`src/hdl/lrsf_pkg.sv`:
```
// lrsf_pkg: widths, types, arctangent table and ring constants for the
// lidar ring select filter. Used by every file in hdl/; depends on nothing.
`default_nettype none

package lrsf_pkg;

  // point coordinates and cordic sizing
  localparam int COORD_WIDTH   = 20;
  localparam int CORDIC_STAGES = 16;
  localparam int GUARD_BITS    = 8;
  localparam int DATA_W        = COORD_WIDTH + GUARD_BITS + 4;
  localparam int ANG_W         = 25;
  localparam int STAGE_IDX_W   = (CORDIC_STAGES > 1) ? $clog2(CORDIC_STAGES) : 1;
  localparam int ATAN_ENTRIES  = 32;

  // cordic gain in q16, applied to the height so both legs carry the gain
  localparam int GAIN_W        = 17;
  localparam int GAIN_FRAC     = 16;
  localparam logic [GAIN_W-1:0] GAIN_Q16 = GAIN_W'(107922);

  // ring mapping, angles in 1/65536 degree
  localparam int RING_W        = 4;
  localparam int MASK_W        = 16;
  localparam int DEG_Q         = 65536;
  localparam int RING_SHIFT    = $clog2(2 * DEG_Q);

  typedef logic signed [COORD_WIDTH-1:0] coord_t;
  typedef logic signed [DATA_W-1:0]      data_t;
  typedef logic signed [ANG_W-1:0]       ang_t;
  typedef logic [RING_W-1:0]             ring_t;
  typedef logic [MASK_W-1:0]             mask_t;

  localparam ang_t KEEP_LO     = ang_t'(-18 * DEG_Q);
  localparam ang_t KEEP_HI     = ang_t'(16 * DEG_Q);
  localparam ang_t RING0_LIMIT = ang_t'(-14 * DEG_Q);
  localparam logic signed [ANG_W:0] RING_OFFSET = (ANG_W+1)'(16 * DEG_Q);

  // round(atan(2^-i) * 180/pi * 65536)
  localparam ang_t ATAN_TABLE [ATAN_ENTRIES] = '{
    ang_t'(2949120), ang_t'(1740967), ang_t'(919879), ang_t'(466945),
    ang_t'(234379),  ang_t'(117304),  ang_t'(58666),  ang_t'(29335),
    ang_t'(14668),   ang_t'(7334),    ang_t'(3667),   ang_t'(1833),
    ang_t'(917),     ang_t'(458),     ang_t'(229),    ang_t'(115),
    ang_t'(57),      ang_t'(29),      ang_t'(14),     ang_t'(7),
    ang_t'(4),       ang_t'(2),       ang_t'(1),      ang_t'(0),
    ang_t'(0),       ang_t'(0),       ang_t'(0),      ang_t'(0),
    ang_t'(0),       ang_t'(0),       ang_t'(0),      ang_t'(0)
  };

  // state travelling down the cell row
  typedef struct packed {
    logic   valid;
    data_t  cx;
    data_t  cy;
    ang_t   ang;
    data_t  hz;
    coord_t px;
    coord_t py;
    coord_t pz;
  } cell_t;

  // kept point with its ring
  typedef struct packed {
    logic   valid;
    coord_t x;
    coord_t y;
    coord_t z;
    ring_t  ring;
  } kept_t;

endpackage

`default_nettype wire

```
`src/hdl/lrsf_cordic_cell.sv`:
```
// lrsf_cordic_cell: one registered vectoring cordic iteration; the point and
// the scaled height ride along. Depends on lrsf_pkg.
`default_nettype none

module lrsf_cordic_cell (
  input  wire logic                              clk,
  input  wire logic                              rst,
  input  wire logic                              en,
  input  wire logic [lrsf_pkg::STAGE_IDX_W-1:0]  shift,
  input  wire lrsf_pkg::ang_t                    atan_step,
  input  wire lrsf_pkg::cell_t                   cell_in,
  output lrsf_pkg::cell_t                        cell_out
);

  lrsf_pkg::data_t xs;
  lrsf_pkg::data_t ys;
  lrsf_pkg::cell_t cell_next;

  // rotate toward y = 0, floor shifts
  always_comb begin
    xs        = cell_in.cx >>> shift;
    ys        = cell_in.cy >>> shift;
    cell_next = cell_in;
    if (!cell_in.cy[lrsf_pkg::DATA_W-1]) begin
      cell_next.cx  = cell_in.cx + ys;
      cell_next.cy  = cell_in.cy - xs;
      cell_next.ang = cell_in.ang + atan_step;
    end else begin
      cell_next.cx  = cell_in.cx - ys;
      cell_next.cy  = cell_in.cy + xs;
      cell_next.ang = cell_in.ang - atan_step;
    end
  end

  // cell register
  always_ff @(posedge clk) begin
    if (rst) begin
      cell_out.valid <= 1'b0;
    end else if (en) begin
      cell_out.valid <= cell_next.valid;
    end
  end

  always_ff @(posedge clk) begin
    if (en) begin
      cell_out.cx  <= cell_next.cx;
      cell_out.cy  <= cell_next.cy;
      cell_out.ang <= cell_next.ang;
      cell_out.hz  <= cell_next.hz;
      cell_out.px  <= cell_next.px;
      cell_out.py  <= cell_next.py;
      cell_out.pz  <= cell_next.pz;
    end
  end

endmodule

`default_nettype wire

```
`config.mk`:
```
export PLATFORM = sky130hd
export DESIGN_NAME = lrsf_cordic_cell
export DESIGN_NICKNAME = d
export VERILOG_FILES = /design/src/hdl/lrsf_pkg.sv /design/src/hdl/lrsf_cordic_cell.sv
export SDC_FILE = /design/constraint.sdc
export NUM_CORES = 1
export LEC_CHECK = 0
export BUFFER_PORTS_ARGS = -buffer_cell sky130_fd_sc_hd__clkbuf_2
export CORE_UTILIZATION = 45
export DETAILED_ROUTE_END_ITERATION = 10
export GPL_ROUTABILITY_DRIVEN = 0
export PLACE_DENSITY = 0.75
export SYNTH_ARGS = -nofsm -noshare
export SYNTH_HDL_FRONTEND = slang
export SYNTH_SLANG_ARGS = --single-unit
```
`constraint.sdc`:
```
create_clock -name clk -period 6.2 [get_ports clk]
set_input_delay 0 -clock clk [delete_from_list [all_inputs] [get_ports clk]]
set_output_delay 0 -clock clk [all_outputs]
set_load 0.01 [all_outputs]
```
# Word level (Yosys, flattened, before mapping)
# Index checks and enable logic that the tools add are counted.
# totals
out_inout_bits	182
regBits	182
word_cells	17
# classes
muxes	1
n_addsub	6
n_shift	2
# op_table
op	n
$mux 89	1
$add 32x32->32	2
$sshr 32x4->32	2
$sub 32x32->32	2
$add 25x25->25	1
$sub 25x25->25	1

# Logic depth before layout (Yosys ltp)
# Gate-level depths: netlist (run 1).
# logic_depth
depth_word	3
mapped_depth	26
ltp_nobuf	22

# Least setup slack after synthesis (run 1)
# OpenSTA, ideal clock, no wires.
# synth_timing
path_type	input port to flip-flop
from	in shift[0] in the netlist's numbering
to	reg cell_out[179] in the netlist's numbering, data pin
path_buffers	8
t_arrival_ps	5656
slack_ps	408
t_required_ps	6064
path_stages	24
path_cell_list	buf_4 > buf_4 > buf_2 > buf_2 > buf_2 > clkbuf_1 > buf_1 > mux2i_1 > ha_1 > or3b_4 > nor4b_2 > and2_1 > buf_6 > a31oi_1 > xor2_1 > ha_1 > and3_1 > a311oi_1 > o22ai_1 > a221oi_1 > o21ai_0 > or3_1 > a2111oi_0 > nand3b_1
# synth_lines
element	line_no	rtl
start: declaration	lrsf_cordic_cell.sv:9	input wire logic [lrsf_pkg::STAGE_IDX_W-1:0] shift,
end: declaration	lrsf_cordic_cell.sv:12	output lrsf_pkg::cell_t cell_out

==> results of run 1 <==
-- critical path, delay by kind of cell --
family	cells	cell delay, ns
multiplexers	2	0.64
adder cells (fa/ha/maj)	2	0.57
AO/OA/AOI/OAI	6	1.65
AND/OR/NAND/NOR	8	2.14
XOR/XNOR	1	0.19
buffers and inverters	2	0.71
-- path summary, 6_finish.rpt --
kind                              start                    endpoint  slack (ns)  cells after the start
max                        cell_in[118]     cell_out[179]$_DFFE_PP_        0.60                     21
min                        cell_in[100]     cell_out[100]$_DFFE_PP_        0.02                      3
max reg2reg  cell_out[181]$_SDFFE_PP0P_  cell_out[181]$_SDFFE_PP0P_        5.06                      3
min reg2reg  cell_out[181]$_SDFFE_PP0P_  cell_out[181]$_SDFFE_PP0P_        1.06                      3
-- metal layers --
| metal | vias up | routed length, µm |
|---|---|---|
| li1 | 6366 | - |
| met1 | 6579 | 17390 |
| met2 | 824 | 23860 |
| met3 | 174 | 4906 |
| met4 | 6 | 2721 |
| met5 | - | 46 |
-- synth_stat cells, drive strengths merged, types with 14 or more instances --
cell,n,area [µm²]
ha,96,1201
a31oi,16,100.1
edfxtp,181,5435
nand2b,14,87.58
clkbuf,21,78.83
mux2,18,202.7
nor2,113,434.2
o211ai,15,117.6
xor2,46,402.9
o21a,21,157.7
mux2i,49,490.5
nand3,29,150.1
a21oi,136,680.7
a21o,28,210.2
nor3,20,116.4
buf,37,227.7
xnor2,101,884.6
inv,38,142.6
nor2b,14,87.58
mux4,69,1577
and3,15,98.84
o21ai,70,350.3
nand2,121,454.2
-- through the flow --
step / hold WS (ns) / std cells / instance area, µm² / power, W
3_5_place_dp: 0.1632 / 2219 / 17380 / 0.003537
2_1_floorplan: 0.07238 / 1424 / 15030 / 0.002938
4_1_cts: 0.001477 / 2348 / 18940 / 0.004712
3_3_place_gp: 0.1635 / 2219 / 17380 / 0.003511
5_1_grt: 0.008162 / 2351 / 18950 / 0.004966
6_report: 0.02264 / 2352 / 18950 / 0.004719
-- where the power goes --
part           leakage (nW)  total (W)  internal, W  switching [W]
Combinational          6.01    0.00189     0.000823        0.00106
Sequential             1.78    0.00171      0.00164      0.0000690
Clock                 0.279    0.00112     0.000600       0.000524
-- cell type report --
class,instances,area (µm²),area share [%]
Antenna cell,4,10.01,0.05282
Timing Repair Buffer,509,3087,16.29
Tap cell,442,553.0,2.918
Multi-Input combinational cell,1146,9121,48.13
Clock buffer,19,432.9,2.285
Inverter,38,142.6,0.7527
Clock inverter,12,147.6,0.7791
Sequential cell,182,5455,28.79
-- cells by family (layout without fill, tap and decap cells) --
kind of cell	after synthesis	after routing
flops	182	182
other cells	0	4
compound gates	368	368
simple gates	395	395
xor+xnor	148	148
fa+ha+maj	99	99
buf+inv	96	578
mux	136	136
-- placed cells by master (no fill, tap or decap), types with 10 or more instances in the layout --
| master | instances |
|---|---|
| o21bai_1 | 10 |
| inv_1 | 37 |
| mux2i_1 | 49 |
| edfxtp_1 | 181 |
| mux2_2 | 17 |
| clkbuf_2 | 392 |
| nand2b_1 | 14 |
| dlygate4sd3_1 | 98 |
| buf_4 | 17 |
| ha_1 | 96 |
| a31oi_1 | 16 |
| clkbuf_16 | 17 |
| a21o_1 | 28 |
| nor2_1 | 111 |
| nand3_1 | 28 |
| nand2_1 | 121 |
| o211ai_1 | 14 |
| and3_1 | 14 |
| a211oi_1 | 11 |
| a21oi_1 | 136 |
| xnor2_1 | 101 |
| mux4_2 | 63 |
| nor3_1 | 18 |
| o21ai_0 | 68 |
| o21a_1 | 21 |
| xor2_1 | 46 |
| nor2b_1 | 14 |
| and2_1 | 12 |
==> metrics.md, run 1 <==
| Metric | Value |
|---|---|
| Ys Warns | 0 |
| WL final | 48.92 mm |
| Global route hottest layer | met2 |
| Die width | 184.7 µm |
| Fin nets | 2207 |
| Biggest register | cell_out |
| Fin crit share | 90.37% |
| Simple-gate share of the synthesized area | 13.12% |
| Iter 0 DRT Violations | 1090 |
| CP peak stage delay | 0.55 ns |
| Met2 Resource Use GR | 46.99% |
| Vias | 13949 |
| Layout fillers | ~2700 |
| XOR/XNOR Fraction of Synth Area | under 10% |
| First-pass GRT wire length | roughly 72 mm |
| Compound-Gate Fraction of Synth Area | 15.37% |
| Maxcap violations | 0 |
| Main combinational cell family by area after synthesis | compound AO/OA/AOI/OAI gates |
| Top flop regs | cell_out: 182 flops |
| Cell at the slowest stage of the critical path | dlygate4sd3_1 |
| Largest net degree at the start of global routing | 67 |
| Setup violators final | 0 |
| Worst setup margin | 0.5972 ns |
| Post-synthesis mux area share | between 15 and 20% |
| Ordered cell list for the critical path | dlygate4sd3_1 -> clkbuf_2 -> mux4_2 -> nor2_1 -> nor2_1 -> mux2i_1 -> ha_1 -> or3b_4 -> nor4b_2 -> and2_1 -> a31oi_1 -> xor2_1 -> ha_1 -> and3_1 -> a311oi_1 -> o22ai_1 -> a221oi_1 -> o21ai_0 -> or3_1 -> a2111oi_0 -> nand3b_1 |
| Layout Area Growth over Synthesis | 26.11% |
| WS Path Type | primary input to register |
| Fin util | approximately 58% |
| Syn Nets | about 1700 |
| CTS tree | done |
| Outcome | finished, final reports clean |
| Post-Syn Area | ~0.015 mm² |
| Cell area power density | roughly 250 mW/mm² |
| CTS-repair resized insts | 0 |
| DP Wirelength | 35.58 mm |
| Post-route DRC | 0 |
| CTS Root Cell | clkbuf_16 |
| Post-CTS Hold Fix Bufs | 98 |
| Setup TNS | 0 ns |
| RSZ-0062 raised after global routing | no |
| Startpoint Class | primary input |
| Synthesis-stage register bit count | 182 |
| Hold WC Path Type | primary input to register |
| CP Data Arrival Time | 5.92 ns |
| Ys async rst share | 0% |
| Total grt overflow | 0 |
| Sink Count | between 150 and 200 |
| Final min period | 5.603 ns |
| Vias/cell | approximately 6 |
| Number of synthesized flops with an enable pin | 181 |
| Maximum achievable frequency | 0.1785 GHz |
| Initial antenna violation count | 6 |
| Max_slew headroom | roughly 41% |
| Leak Pwr | about 8 nW |
| Register area share after synthesis | about 36% |
| Drt pass-1 iters | 6 |
| DRT antenna net count | 0 |
| Share of cells above drive strength 1 | 28.75% |
| Crit path required time | 6.52 ns |
| Synth Area in Adders | 8.394% |
| Tot GR Track Use | 27.89% |
| Met1 usage | 31.09% |
| Highest net fanout along the worst path | 7 |
| Vias in the first global route | 13287 |
| Num CTS Buffers | 17 |
| Worst slew pin tran | 0.8785 ns |
| H-tree Lvls | 4 |
| Post-synthesis area per instance | 10.55 µm² |
| Peak VDD IR | 0.2175 mV |
| Placeable Area | about 0.033 mm² |
| Initial Util | 45.95% |
| Final Max Tran Viols | 0 |
| Clk Latency, worst-skew pair | 0.44 ns |
| Die ar. | between 0.03 and 0.04 mm² |
| Core Rows | 66 |
| Worst setup EP type | register |
| Number of I/O port buffers | 395 |
| Max reg flops | about 180 |
| Synth Instances | 1424 |
| Clock buffer depth | 2 |
| Synth cell types | 91 |
| Routed len/inst | roughly 21 µm |
| Final Hold Fails | 0 |
| Clock Skew | 0 ns |
| Synth Flop Type | edfxtp_1 |
| GR Util met3 | 8.101% |
| Die height | 184.7 µm |
| Post-place setup slack | ~0.43 ns |
| Top Ports | 396 |
| Clk slew on worst S/H paths | 0.07 ns |
| Setup Buffers After CTS | 0 |
No activity file was read; power rests on OpenSTA's default activity.
==> run 2, diff against run 1 <==
--- a/config.mk
+++ b/config.mk
@@ -6,6 +6,7 @@
 export NUM_CORES = 1
 export LEC_CHECK = 0
 export BUFFER_PORTS_ARGS = -buffer_cell sky130_fd_sc_hd__clkbuf_2
+export CORE_ASPECT_RATIO = 0.5
 export CORE_UTILIZATION = 45
 export DETAILED_ROUTE_END_ITERATION = 10
 export GPL_ROUTABILITY_DRIVEN = 0
==> metrics.md, run 2 (synthesis results as in run 1) <==
| Metric | Value |
|---|---|
| Clock buffer depth | 2 (unchanged) |
| Clock Skew | 0 ns (unchanged) |
| Tot GR Track Use | 25.79% (was 27.89%) |
| Num CTS Buffers | 17 (unchanged) |
| First-pass GRT wire length | 69.49 mm (was 72.46 mm) |
| Ordered cell list for the critical path | dlygate4sd3_1 -> clkbuf_2 -> mux4_2 -> nor2_1 -> nor2_1 -> mux2i_1 -> ha_1 -> or3b_4 -> nor4b_2 -> and2_1 -> a31oi_1 -> xor2_1 -> ha_1 -> and3_1 -> a311oi_1 -> o22ai_1 -> a221oi_1 -> o21ai_0 -> or3_1 -> a2111oi_0 -> nand3b_1 (unchanged) |
| FF-to-FF path depth | 3 (unchanged) |
| Outcome | finished, final reports clean (unchanged) |
| Commonest non-fill, non-tap cell in the layout | clkbuf_2 (unchanged) |
| CTS-repair resized insts | 0 (unchanged) |
| Leak Pwr | 8.116 nW (was 8.064 nW) |
| Max_slew headroom | 32.17% (was 41.43%) |
| Largest net degree at the start of global routing | 103 (was 67) |
| Setup TNS | 0 ns (unchanged) |
| Sink Count | 182 (unchanged) |
| DRT antenna net count | 0 (unchanged) |
| Hold WC Path Type | primary input to register (unchanged) |
| Layout Area Growth over Synthesis | 26.63% (was 26.11%) |
| Highest net fanout along the worst path | 7 (unchanged) |
| Vias in the first global route | 12848 (was 13287) |
| Peak VDD IR | 0.1912 mV (was 0.2175 mV) |
| Placeable Area | 0.03223 mm² (was 0.03270 mm²) |
| Bufs and invs on worst path | 2 (unchanged) |
| CP peak stage delay | 0.53 ns (was 0.55 ns) |
| H-tree Lvls | 4 (unchanged) |
| Die width | 260.4 µm (was 184.7 µm) |
| CP Data Arrival Time | 6.04 ns (was 5.92 ns) |
| Highest-count cells in the layout ignoring fill and taps | clkbuf_2, edfxtp_1, a21oi_1 (unchanged) |
| Top flop regs | cell_out: 182 flops (unchanged) |
| Startpoint Class | primary input (unchanged) |
| Fin nets | 2213 (was 2207) |
| RSZ-0062 raised after global routing | no (unchanged) |
| Routed len/inst | 19.21 µm (was 20.80 µm) |
| DP Wirelength | 33.61 mm (was 35.58 mm) |
| Top cell family by delay on the critical path | simple AND/OR/NAND/NOR gates (unchanged) |
| Final Max Tran Viols | 0 (unchanged) |
| CTS tree | done (unchanged) |
| CTS Root Cell | clkbuf_16 (unchanged) |
| Worst slew pin tran | 1.017 ns (was 0.8785 ns) |
| Final min period | 5.713 ns (was 5.603 ns) |
| Fin crit share | 92.15% (was 90.37%) |
| Max reg flops | 182 (unchanged) |
| Core Rows | 46 (was 66) |
| Die height | 131.2 µm (was 184.7 µm) |
| Maxcap violations | 0 (unchanged) |
| Drt pass-1 iters | 5 (was 6) |
| Flop-to-flop setup slack | 5.03 ns (was 5.06 ns) |
| Cell area power density | 248.6 mW/mm² (was 249.0 mW/mm²) |
| Hold Path Origin | cell_in[92] (was cell_in[100]) |
| Clk Latency, worst-skew pair | 0.45 ns (was 0.44 ns) |
| Top Ports | 396 (unchanged) |
| Critical path startpoint | cell_in[118] (unchanged) |
| Post-route DRC | 0 (unchanged) |
| Instance count on the critical path | 21 (unchanged) |
| Setup violators final | 0 (unchanged) |
| Vias | 13490 (was 13949) |
| Clk slew on worst S/H paths | 0.08 ns (was 0.07 ns) |
| Initial Util | 46.62% (was 45.95%) |
| WL final | 45.06 mm (was 48.92 mm) |
| Biggest register | cell_out (unchanged) |
| Final Hold Fails | 0 (unchanged) |
| Vias/cell | 5.750 (was 5.931) |
| Die ar. | 0.03417 mm² (was 0.03413 mm²) |
| Cell at the slowest stage of the critical path | dlygate4sd3_1 (unchanged) |
| Crit path to | cell_out[179]$_DFFE_PP_ (unchanged) |
| Share of cells above drive strength 1 | 28.96% (was 28.75%) |
| Iter 0 DRT Violations | 1145 (was 1090) |
| Initial antenna violation count | 1 (was 6) |
| Number of I/O port buffers | 395 (unchanged) |
| R2r startpoint | cell_out[181]$_SDFFE_PP0P_ (unchanged) |
| Crit path required time | 6.52 ns (about the same) |
| Total grt overflow | 0 (unchanged) |
| R2R Path End | cell_out[181]$_SDFFE_PP0P_ (unchanged) |
| WS Path Type | primary input to register (unchanged) |
| Maximum achievable frequency | 0.1750 GHz (was 0.1785 GHz) |
| Worst setup EP type | register (unchanged) |
| Final hold slack | 0.03338 ns (was 0.02264 ns) |
-- run 2: cell types whose count changed in the layout (fill, tap and decap cells not counted), sizes merged, moves of 2 or more --
| cell | change |
|---|---|
| clkbuf | -2 |
| buf | +3 |
| dlygate4sd3 | +3 |
| diode | -3 |
| inv | +4 |
-- run 2: worst register-to-register path: cells and delay by family, from the launching register on --
kind / cells / cell delay, ns
mux: 1 / 0.13
flops: 1 / 0.32
buf+inv: 1 / 0.55
simple gates: 1 / 0.06
-- run 2: final cells by class --
class                           instances  area [µm²]
Sequential cell                       182        5455
Multi-Input combinational cell       1146        9121
Antenna cell                            1       2.502
Fill cell                            2679       13200
Inverter                               38       142.6
Timing Repair Buffer                  515        3157
Tap cell                              432       540.5
Clock inverter                         15       182.7
Clock buffer                           17       425.4
-- run 2: power breakdown --
group	internal (W)	switching, W	total, W	leakage, nW
logic	0.000827	0.00106	0.00188	6.04
clock network	0.000580	0.000567	0.00115	0.296
registers	0.00164	0.0000591	0.00170	1.78
-- run 2: worst min path at each step --
stage	end	slack, ns	cells after the start
floorplan	cell_out[181]$_SDFFE_PP0P_	0.07	1
global placement	cell_out[181]$_SDFFE_PP0P_	0.16	2
detailed placement	cell_out[181]$_SDFFE_PP0P_	0.16	2
CTS	cell_out[105]$_DFFE_PP_	0.01	3
global route	cell_out[111]$_DFFE_PP_	0.04	3
finish	cell_out[92]$_DFFE_PP_	0.03	4
-- run 2: metrics by stage --
step / area [µm²] / util, % / total power [W] / setup slack [ns] / std cells
global placement: 17410 / 54.00 / 0.003509 / 0.5500 / 2212
finish: 19030 / 59.03 / 0.004730 / 0.4867 / 2346
global route: 19030 / 59.03 / 0.004979 / 0.04367 / 2346
CTS: 19020 / 59.03 / 0.004739 / 0.5795 / 2345
floorplan: 15030 / - / 0.002938 / 0.4083 / 1424
detailed placement: 17410 / 54.00 / 0.003533 / 0.3457 / 2212
-- run 2: metal layers --
layer | global-route usage (%) | part of all wire (%) | routed length (µm) | vias up
met5 | 0 | 0 | 0 | -
met4 | 8.707 | 2.8 | 1274 | 0
met3 | 4.938 | 6.2 | 2801 | 97
met2 | 46.04 | 51 | 22890 | 530
met1 | 30.93 | 40 | 18100 | 6472
li1 | - | - | - | 6391
-- run 2: timing repair --
action | CTS | global route
hold endpoints to repair | 100 | 0
hold buffers | 101 | 0
buffers inserted | 0 | 0
==> run 3, diff against run 2 <==
--- a/config.mk
+++ b/config.mk
@@ -10,7 +10,7 @@
 export CORE_UTILIZATION = 45
 export DETAILED_ROUTE_END_ITERATION = 10
 export GPL_ROUTABILITY_DRIVEN = 0
-export PLACE_DENSITY = 0.75
+export PLACE_DENSITY = 0.72
 export SYNTH_ARGS = -nofsm -noshare
 export SYNTH_HDL_FRONTEND = slang
 export SYNTH_SLANG_ARGS = --single-unit
==> constraint.sdc (replaced) <==
create_clock -name clk -period 6.95 [get_ports clk]
set_input_delay 0 -clock clk [delete_from_list [all_inputs] [get_ports clk]]
set_output_delay 0 -clock clk [all_outputs]
set_load 0.01 [all_outputs]
==> metrics.md, run 3 (synthesis results as in run 1) <==
| Metric | Value |
|---|---|
| Top Ports | 396 (unchanged) |
| Hold WC Path Type | primary input to register (unchanged) |
| Max_slew headroom | 32.21% (was 32.17%) |
| R2r startpoint | cell_out[181]$_SDFFE_PP0P_ (unchanged) |
| Number of I/O port buffers | 395 (unchanged) |
| Share of cells above drive strength 1 | 28.71% (was 28.96%) |
| Peak VDD IR | 0.1670 mV (was 0.1912 mV) |
| Worst slew pin tran | 1.017 ns (about the same) |
| Hold Path Origin | cell_in[149] (was cell_in[92]) |
| Die ar. | 0.03417 mm² (unchanged) |
| H-tree Lvls | 4 (unchanged) |
| Startpoint Class | primary input (unchanged) |
| Fin util | 58.77% (was 59.03%) |
| Largest net degree at the start of global routing | 82 (was 103) |
| Area post-placement | 0.01735 mm² (was 0.01741 mm²) |
| Tot GR Track Use | 26.11% (was 25.79%) |
| Non-Filler Instances | 2340 (was 2346) |
| Layout fillers | 2720 (was 2679) |
| Die width | 260.4 µm (unchanged) |
| Highest-count cells in the layout ignoring fill and taps | clkbuf_2, edfxtp_1, a21oi_1 (unchanged) |
| Maxcap violations | 0 (unchanged) |
| Leak Pwr | 8.062 nW (was 8.116 nW) |
| CTS tree | done (unchanged) |
| Worst setup EP type | register (unchanged) |
| Clock buffer depth | 2 (unchanged) |
| Cell area power density | 220.6 mW/mm² (was 248.6 mW/mm²) |
| Initial antenna violation count | 3 (was 1) |
| Outcome | finished, final reports clean (unchanged) |
| Placeable Area | 0.03223 mm² (unchanged) |
| Clk slew on worst S/H paths | 0.08 ns (about the same) |
| Max reg flops | 182 (unchanged) |
| Crit path required time | 7.27 ns (was 6.52 ns) |
| Setup TNS | 0 ns (unchanged) |
| First-pass GRT wire length | 70.01 mm (was 69.49 mm) |
| Commonest non-fill, non-tap cell in the layout | clkbuf_2 (unchanged) |
| CP peak stage delay | 0.60 ns (was 0.53 ns) |
| Iter 0 DRT Violations | 1366 (was 1145) |
| Biggest register | cell_out (unchanged) |
| Combinational Power Share | 40.2% (was 39.8%) |
| Vias/cell | 5.754 (was 5.750) |
| FF-to-FF path depth | 3 (unchanged) |
| Fin area | 0.01894 mm² (was 0.01903 mm²) |
| CTS-repair resized insts | 0 (unchanged) |
| Switch Pwr | 0.001501 W (was 0.001683 W) |
| Cell at the slowest stage of the critical path | dlygate4sd3_1 (unchanged) |
| DP Wirelength | 34.00 mm (was 33.61 mm) |
| Placed cells | 2206 (was 2212) |
| Fin crit share | 81.57% |
| Hold Crit Depth | 4 (unchanged) |
| Switch share | 35.92% (was 35.59%) |
| Core Rows | 46 (unchanged) |
| Setup Buffers After CTS | 0 (unchanged) |
| Final min period | 5.669 ns |
| Clk Latency, worst-skew pair | 0.45 ns (about the same) |
| Internal power | 0.002678 W (was 0.003046 W) |
| Final Max Tran Viols | 0 (unchanged) |
| Clock Skew | 0 ns (unchanged) |
| CTS Root Cell | clkbuf_16 (unchanged) |
| Final Hold Fails | 0 (unchanged) |
| Flop-to-flop setup slack | 5.79 ns (was 5.03 ns) |
| Vias in the first global route | 12846 (was 12848) |
| R2R Path End | cell_out[181]$_SDFFE_PP0P_ (unchanged) |
| Maximum achievable frequency | roughly 0.18 GHz |
| RSZ-0062 raised after global routing | no (unchanged) |
| Power consumption | 0.004179 W (was 0.004730 W) |
| Initial Util | 46.62% (unchanged) |
| Highest net fanout along the worst path | 7 (unchanged) |
| Vias | 13465 (was 13490) |
| Hold Path Sink | cell_out[149]$_DFFE_PP_ (was cell_out[92]$_DFFE_PP_) |
| Num CTS Buffers | 17 (unchanged) |
| WS Path Type | primary input to register (unchanged) |
| Ordered cell list for the critical path | dlygate4sd3_1 -> clkbuf_2 -> mux4_2 -> nor2_1 -> nor2_1 -> nand2_1 -> o21a_1 -> ha_1 -> or3b_4 -> nor4b_2 -> and2_1 -> a31oi_1 -> xor2_1 -> ha_1 -> and3_1 -> a311oi_1 -> o22ai_1 -> a221oi_1 -> o21ai_0 -> or3_1 -> a2111oi_0 -> nand3b_1 (was dlygate4sd3_1 -> clkbuf_2 -> mux4_2 -> nor2_1 -> nor2_1 -> mux2i_1 -> ha_1 -> or3b_4 -> nor4b_2 -> and2_1 -> a31oi_1 -> xor2_1 -> ha_1 -> and3_1 -> a311oi_1 -> o22ai_1 -> a221oi_1 -> o21ai_0 -> or3_1 -> a2111oi_0 -> nand3b_1) |
| Fin nets | 2206 (was 2213) |
| Sink Count | 182 (unchanged) |
| Routed len/inst | 19.47 µm (was 19.21 µm) |
| Die height | 131.2 µm (unchanged) |
| Post-CTS Hold Fix Bufs | 100 (was 101) |
| Drt pass-1 iters | 5 (unchanged) |
| Top flop regs | cell_out: 182 flops (unchanged) |
| Post-route DRC | 0 (unchanged) |
| CP Data Arrival Time | 5.98 ns (was 6.04 ns) |
| Setup violators final | 0 (unchanged) |
| Clock power frac | 23.5% (was 24.3%) |
| WL final | 45.55 mm (was 45.06 mm) |
| DRT antenna net count | 0 (unchanged) |
| Seq pwr share | 36.3% (was 35.9%) |
| Total grt overflow | 0 (unchanged) |
| Layout Area Growth over Synthesis | 26.06% (was 26.63%) |
## run 3: through the flow
step | hold slack, ns | setup WS [ns]
2_1_floorplan | 0.07238 | 1.158
3_3_place_gp | 0.1619 | 1.152
3_5_place_dp | 0.1674 | 1.043
4_1_cts | 0.005550 | 1.378
5_1_grt | 0.03048 | 0.8762
6_report | 0.01585 | 1.281
## run 3: power by group through the flow
stage / sequential, W / combinational [W] / clock, W
after floorplan: 0.00164 / 0.000984 / 0
after global placement: 0.00153 / 0.00160 / 0
after detailed placement: 0.00154 / 0.00161 / 0
after CTS: 0.00152 / 0.00167 / 0.00100
after global routing: 0.00153 / 0.00183 / 0.00104
final: 0.00152 / 0.00168 / 0.000984
## run 3: critical path: cells and delay by family
kind,cells,cell delay [ns]
AO/OA/AOI/OAI,7,1.78
XOR/XNOR,1,0.20
adder cells (fa/ha/maj),2,0.53
buffers and inverters,2,0.77
multiplexers,1,0.45
AND/OR/NAND/NOR,9,2.25
## run 3: layout make-up
cell class                 instances  area, µm²  share of cell area, %
tap                              432      540.5                  2.854
sequential                       182       5455                  28.80
timing repair buffer             508       3087                  16.30
clock buffer                      17      425.4                  2.246
multi-input combinational       1146       9121                  48.16
inverter                          38      142.6                 0.7531
antenna                            3      7.507                0.03964
clock inverter                    14      161.4                 0.8522
## run 3: worst max path at each step
stage / slack (ns) / end / startpoint
global placement: 1.15 / cell_out[179]$_DFFE_PP_ / shift[3]
finish: 1.28 / cell_out[179]$_DFFE_PP_ / cell_in[118]
global route: 0.88 / cell_out[179]$_DFFE_PP_ / cell_in[118]
detailed placement: 1.04 / cell_out[179]$_DFFE_PP_ / shift[3]
CTS: 1.38 / cell_out[179]$_DFFE_PP_ / cell_in[118]
floorplan: 1.16 / cell_out[179]$_DFFE_PP_ / shift[0]
## run 3: metal layers
metal	vias up	GRT usage (%)	routed length [µm]
met5	-	0	0
met4	0	9.454	1265
met3	86	4.784	3013
met2	572	46.56	23240
met1	6422	31.23	18040
li1	6385	-	-
